===== src/rtl/core/sts_pkg.sv =====
`default_nettype none
// ----------------------------------------------------------------------------
// sts_pkg
// Shared sizes, item codes and the controller/datapath interface types for
// the sorted table search and insert core.
// ----------------------------------------------------------------------------
package sts_pkg;

  localparam int TABLE_DEPTH = 1024;
  localparam int DATA_W      = 32;
  localparam int ADDR_W      = (TABLE_DEPTH > 1) ? $clog2(TABLE_DEPTH) : 1;
  localparam int COUNT_W     = $clog2(TABLE_DEPTH + 1);
  localparam int POS_W       = 11;
  localparam int KIND_W      = 2;

  localparam logic [KIND_W-1:0] KIND_APPEND = 2'd0;
  localparam logic [KIND_W-1:0] KIND_SEARCH = 2'd1;
  localparam logic [KIND_W-1:0] KIND_CLEAR  = 2'd2;

  // Commands from the controller to the datapath.
  typedef struct packed {
    logic capture;     // latch the accepted item
    logic exec;        // run append, clear or search setup by kind
    logic probe_read;  // read the entry at the midpoint
    logic probe_eval;  // compare the read entry and narrow the bounds
    logic miss;        // bounds crossed: insertion position is low
    logic load_out;    // move the result into the output register
  } sts_cmd_t;

  // Status from the datapath to the controller.
  typedef struct packed {
    logic is_search;
    logic range_empty;
    logic hit;
  } sts_stat_t;

endpackage : sts_pkg
`default_nettype wire


===== src/rtl/core/sts_ctrl.sv =====
`default_nettype none
// ----------------------------------------------------------------------------
// sts_ctrl
// Sequencer for one item at a time: dispatch, probe loop, result handoff.
// ----------------------------------------------------------------------------
module sts_ctrl
  import sts_pkg::*;
(
  input  wire logic      clk,
  input  wire logic      rst,
  input  wire logic      in_valid,
  output logic           in_ready,
  output logic           out_valid,
  input  wire logic      out_ready,
  output sts_cmd_t       cmd,
  input  wire sts_stat_t stat
);

  typedef enum logic [2:0] {
    S_IDLE,
    S_DISPATCH,
    S_PROBE,
    S_COMPARE,
    S_FINISH
  } state_t;

  state_t state;
  logic   out_free;
  logic   out_valid_next;

  assign in_ready       = (state == S_IDLE);
  assign out_free       = !out_valid || out_ready;
  assign out_valid_next = cmd.load_out || (out_valid && !out_ready);

  always_comb begin
    cmd            = '0;
    cmd.capture    = (state == S_IDLE) && in_valid;
    cmd.exec       = (state == S_DISPATCH);
    cmd.probe_read = (state == S_PROBE) && !stat.range_empty;
    cmd.miss       = (state == S_PROBE) && stat.range_empty;
    cmd.probe_eval = (state == S_COMPARE);
    cmd.load_out   = (state == S_FINISH) && out_free;
  end

  always_ff @(posedge clk) begin
    if (rst) begin
      state     <= S_IDLE;
      out_valid <= 1'b0;
    end else begin
      out_valid <= out_valid_next;
      unique case (state)
        S_IDLE: begin
          if (in_valid) begin
            state <= S_DISPATCH;
          end
        end
        S_DISPATCH: begin
          state <= stat.is_search ? S_PROBE : S_FINISH;
        end
        S_PROBE: begin
          state <= stat.range_empty ? S_FINISH : S_COMPARE;
        end
        S_COMPARE: begin
          state <= stat.hit ? S_FINISH : S_PROBE;
        end
        S_FINISH: begin
          // The result waits here until the output register is free.
          if (out_free) begin
            state <= S_IDLE;
          end
        end
        default: begin
          state <= S_IDLE;
        end
      endcase
    end
  end

endmodule : sts_ctrl
`default_nettype wire


===== config.mk =====
export PLATFORM = sky130hd
export DESIGN_NAME = sts_ctrl
export DESIGN_NICKNAME = d
export VERILOG_FILES = /design/src/rtl/core/sts_pkg.sv /design/src/rtl/core/sts_ctrl.sv
export SDC_FILE = /design/constraint.sdc
export NUM_CORES = 1
export LEC_CHECK = 0
export BUFFER_PORTS_ARGS = -buffer_cell sky130_fd_sc_hd__buf_2
export CAP_MARGIN = 20
export CELL_PAD_IN_SITES_DETAIL_PLACEMENT = 0
export CELL_PAD_IN_SITES_GLOBAL_PLACEMENT = 1
export CORE_AREA = 2 2 39 41
export DETAILED_ROUTE_END_ITERATION = 10
export DIE_AREA = 0 0 41 43
export GPL_TIMING_DRIVEN = 1
export MAX_ROUTING_LAYER = met4
export PLACE_DENSITY_LB_ADDON = 0.1
export RECOVER_POWER = 100
export SETUP_SLACK_MARGIN = 0.3
export SLEW_MARGIN = 25
export SYNTH_ARGS = -nofsm -noshare
export SYNTH_HDL_FRONTEND = slang
export SYNTH_SLANG_ARGS = --single-unit

===== constraint.sdc =====
create_clock -name clk -period 1.2 [get_ports clk]
set_input_delay 0.3 -clock clk [delete_from_list [all_inputs] [get_ports clk]]
set_output_delay 0.3 -clock clk [all_outputs]
set_load 0.005 [all_outputs]

==> results.md <==
- The number of pins with negative max-slew slack in the final report is 0.
- Clock tree synthesis inserted a total of 3 buffers.
- The slew at the pin with the worst max-slew slack is about 170 ps.
- The clock net in this run drives a total of 4 sinks.
- The y dimension of the die is around 43 µm.
- The total negative slack is -1000 ps.
- The post-synth net total is 38.
- The count of antenna diodes in the layout is 0.
- Wires add up to about 760 µm.
- For this run, the share of the core covered by cells in the final layout is around two fifths.
- Row generation in the floorplan step produced 14 rows.
- The data required time at the worst endpoint is 900 ps.
- In this run the clock root is driven by a sky130_fd_sc_hd__clkbuf_4.
- After synthesis the cells add up to about 260 µm².
- In the finished design, the share of the clock period the worst path needs comes to 118%.
- The chip width is a little over 40 µm.
- The time the worst path needs with I/O delays and setup is between 1000 and 1500 ps.
- The static leakage is around 0.00026 µW.
- The fraction of layout instances using a drive strength above 1 is roughly 80%.
- The later pin in the worst-skew pair is clocked with a latency of ~230 ps.
- STA classifies the critical path endpoint as an output pin.
- The length of the first detailed-routing pass in iterations is 2.
- After synthesis, the mean cell area works out to roughly 8.2 µm².
- In this run the number of H-tree levels came out at 1.
- The clock slew at the register clock pins of the worst setup and hold paths is ~40 ps.
- Across every metal layer, demand over resource in global routing totals between 10% and 20%.
- Data arrives at the worst endpoint at around 1100 ps.
- After synthesis the netlist holds a flip-flop and latch count of 4.
- The global-route wire length before repair is 1.39 mm.
- Once the floorplan was initialized, standard cells occupied between 10% and 20% of the core.
- In the final layout, flip-flops and latches occupy 92.6 µm².
- The power per unit of standard cell area is between 700 and 800 nW/µm².
- Sequential elements use between 30% and 40% of the synthesized area.
- Leaving out fill and tap cells, the most frequent cell in the layout is sky130_fd_sc_hd__buf_2.
- The count of endpoints failing hold in the final timing report is 0.
- In the routed layout, each cell is associated on average with a via count of roughly 4.4.
- The number of nets at the end of the flow is 65.
- During I/O placement, the number of pins put on the boundary was 15.
- Synthesis produced a netlist whose cell count is 31.
- The area inside the core boundary is roughly 1400 µm².
- The number of distinct library cells after synthesis is 19.
- The number of antenna violations at the first check in global routing is 0.
- The flow ran to the end, but the final reports show violations.
- The count of synthesis-stage warnings from yosys is 0.
- The remaining routing DRC violations is 0.
- Routability-driven placement finished with a final weighted congestion of 0.702.
- The worst clock skew is around 0.57 ps.
- Setup violations remaining at the end of the flow were counted as 7.
- The die covers approximately 1800 µm².
- Including well taps, the total number of placed cells is 66.
- The least setup slack across all paths after layout is -211 ps.
- The layout filler cell count is between 100 and 150.
- Summing over every cut layer, the via total after detailed routing is between 300 and 400.
- The maximum clock path buffer count is 2.
- The count of nets left with antenna violations once routing finished came out at 0.
- The maximum net fanout on the critical path is 5.
- The detail-routed net length per standard cell is about 11 µm.
- The highest clock rate is between 0.7 and 0.8 GHz.
- TritonCTS built the clock tree.
- VDD sags by at most 0.000403 V.
- The worst hold path belongs to the class input pin to flop.
- The area added between synthesis and finish is 125%.
- The HPWL after detailed placement is approximately 590 µm.
- The tool flagged a number of max-cap violations equal to 0.
- The kind of critical path is flop to output pin.
- The violation count after the first detailed-route iteration is 1.
- Setup repair after global routing could not meet its margin everywhere.
- The checks that failed: negative setup slack.
- The final instance count without filler cells is a little over 70.
- The setup slack after placement is between 15 and 20 ps.
- The number of global-route vias before repair is ~350.
- Headroom to the max-slew limit came out at roughly nine tenths.
- The library cells used most frequently in the layout, excluding fill and tap cells, are 13 x sky130_fd_sc_hd__buf_2, 7 x sky130_fd_sc_hd__buf_6.
- The multi-input combinational cell area is 229 µm².
- The number of buffer cells added on primary ports is 14.
- Entering global routing, the biggest net connects 6 pins.
- Global routing finished with a remaining overflow of 0.
- The launching element type of the critical path is a flop.
critical path, cell delays in order, from the launching register on:
cell	delay [ps]
sky130_fd_sc_hd__dfxtp_4	360
sky130_fd_sc_hd__buf_12	130
sky130_fd_sc_hd__nor4b_4	240
sky130_fd_sc_hd__buf_2	140
synthesized netlist by cell type:
master,instances,area [µm²]
sky130_fd_sc_hd__nor3b_1,1,7.51
sky130_fd_sc_hd__nor4_1,1,6.26
sky130_fd_sc_hd__nor3_1,2,10.0
sky130_fd_sc_hd__inv_1,1,3.75
sky130_fd_sc_hd__and2_1,1,6.26
sky130_fd_sc_hd__a31oi_1,1,6.26
sky130_fd_sc_hd__nor2b_1,1,6.26
sky130_fd_sc_hd__buf_6,1,11.3
sky130_fd_sc_hd__nor2_1,4,15.0
sky130_fd_sc_hd__nor4b_1,1,8.76
sky130_fd_sc_hd__nand2_1,1,3.75
sky130_fd_sc_hd__mux2i_1,2,20.0
sky130_fd_sc_hd__o22ai_1,1,6.26
sky130_fd_sc_hd__and4bb_2,1,12.5
sky130_fd_sc_hd__a21oi_1,3,15.0
sky130_fd_sc_hd__and3b_1,2,17.5
sky130_fd_sc_hd__dfxtp_1,4,80.1
sky130_fd_sc_hd__or3b_1,1,8.76
sky130_fd_sc_hd__buf_2,2,10.0
logic make-up (layout without fill, tap and decap cells):
logic type,Yosys count,in the layout,synth area share [%]
simple gates,16,16,40.2
compound gates,5,5,10.8
flops,4,4,31.4
buf+inv,4,29,9.80
mux,2,2,7.84
stage by stage:
step	hold slack, ps	power [µW]	area [µm²]
final	308	455	574
after global routing	315	497	574
after CTS	278	452	522
after detailed placement	537	259	434
after global placement	527	257	434
after floorplan	372	204	293
per-layer routing:
metal / GRT usage [%] / routed length [µm] / up-vias / part of all wire, %
li1: - / - / 161 / -
met1: 12.9 / 299 / 150 / 39
met2: 18.4 / 425 / 9 / 56
met3: 6.28 / 40 / 0 / 5.2
met4: 4.00 / 0 / 0 / 0
met5: - / 0 / - / 0
path summary, 6_finish.rpt:
check	startpoint	cells past startpoint	slack (ps)	end
hold / removal	rst	2	310	out_valid
setup reg to reg	state[1]	6	50	state[1]
setup / recovery	state[2]	3	-210	cmd[3]
hold reg to reg	state[2]	1	470	state[0]
registers in the layout (all words and copies together) (netlist names):
| signal | count |
|---|---|
| out_valid | 1 |
| state | 3 |
final cells by class:
| class | count | area share (%) |
|---|---|---|
| multi-input cells | 23 | 39.9 |
| repair buffers | 25 | 35.9 |
| flip-flops and latches | 4 | 16.1 |
| clock buffers | 3 | 3.92 |
| well taps | 16 | 3.49 |
| inverters | 1 | 0.654 |
report_power, final:
group | internal, µW | switching, µW
Combinational | 86.1 | 56.5
Sequential | 138 | 9.30
Clock | 112 | 53.7
what timing repair did:
item,CTS,global route
gates resized for setup,15,10
hold buffers,0,0
buffers inserted,2,1
endpoints found under the setup margin,12,12
pin swaps,7,3
Note: power is estimated with default switching activity, not from simulation.
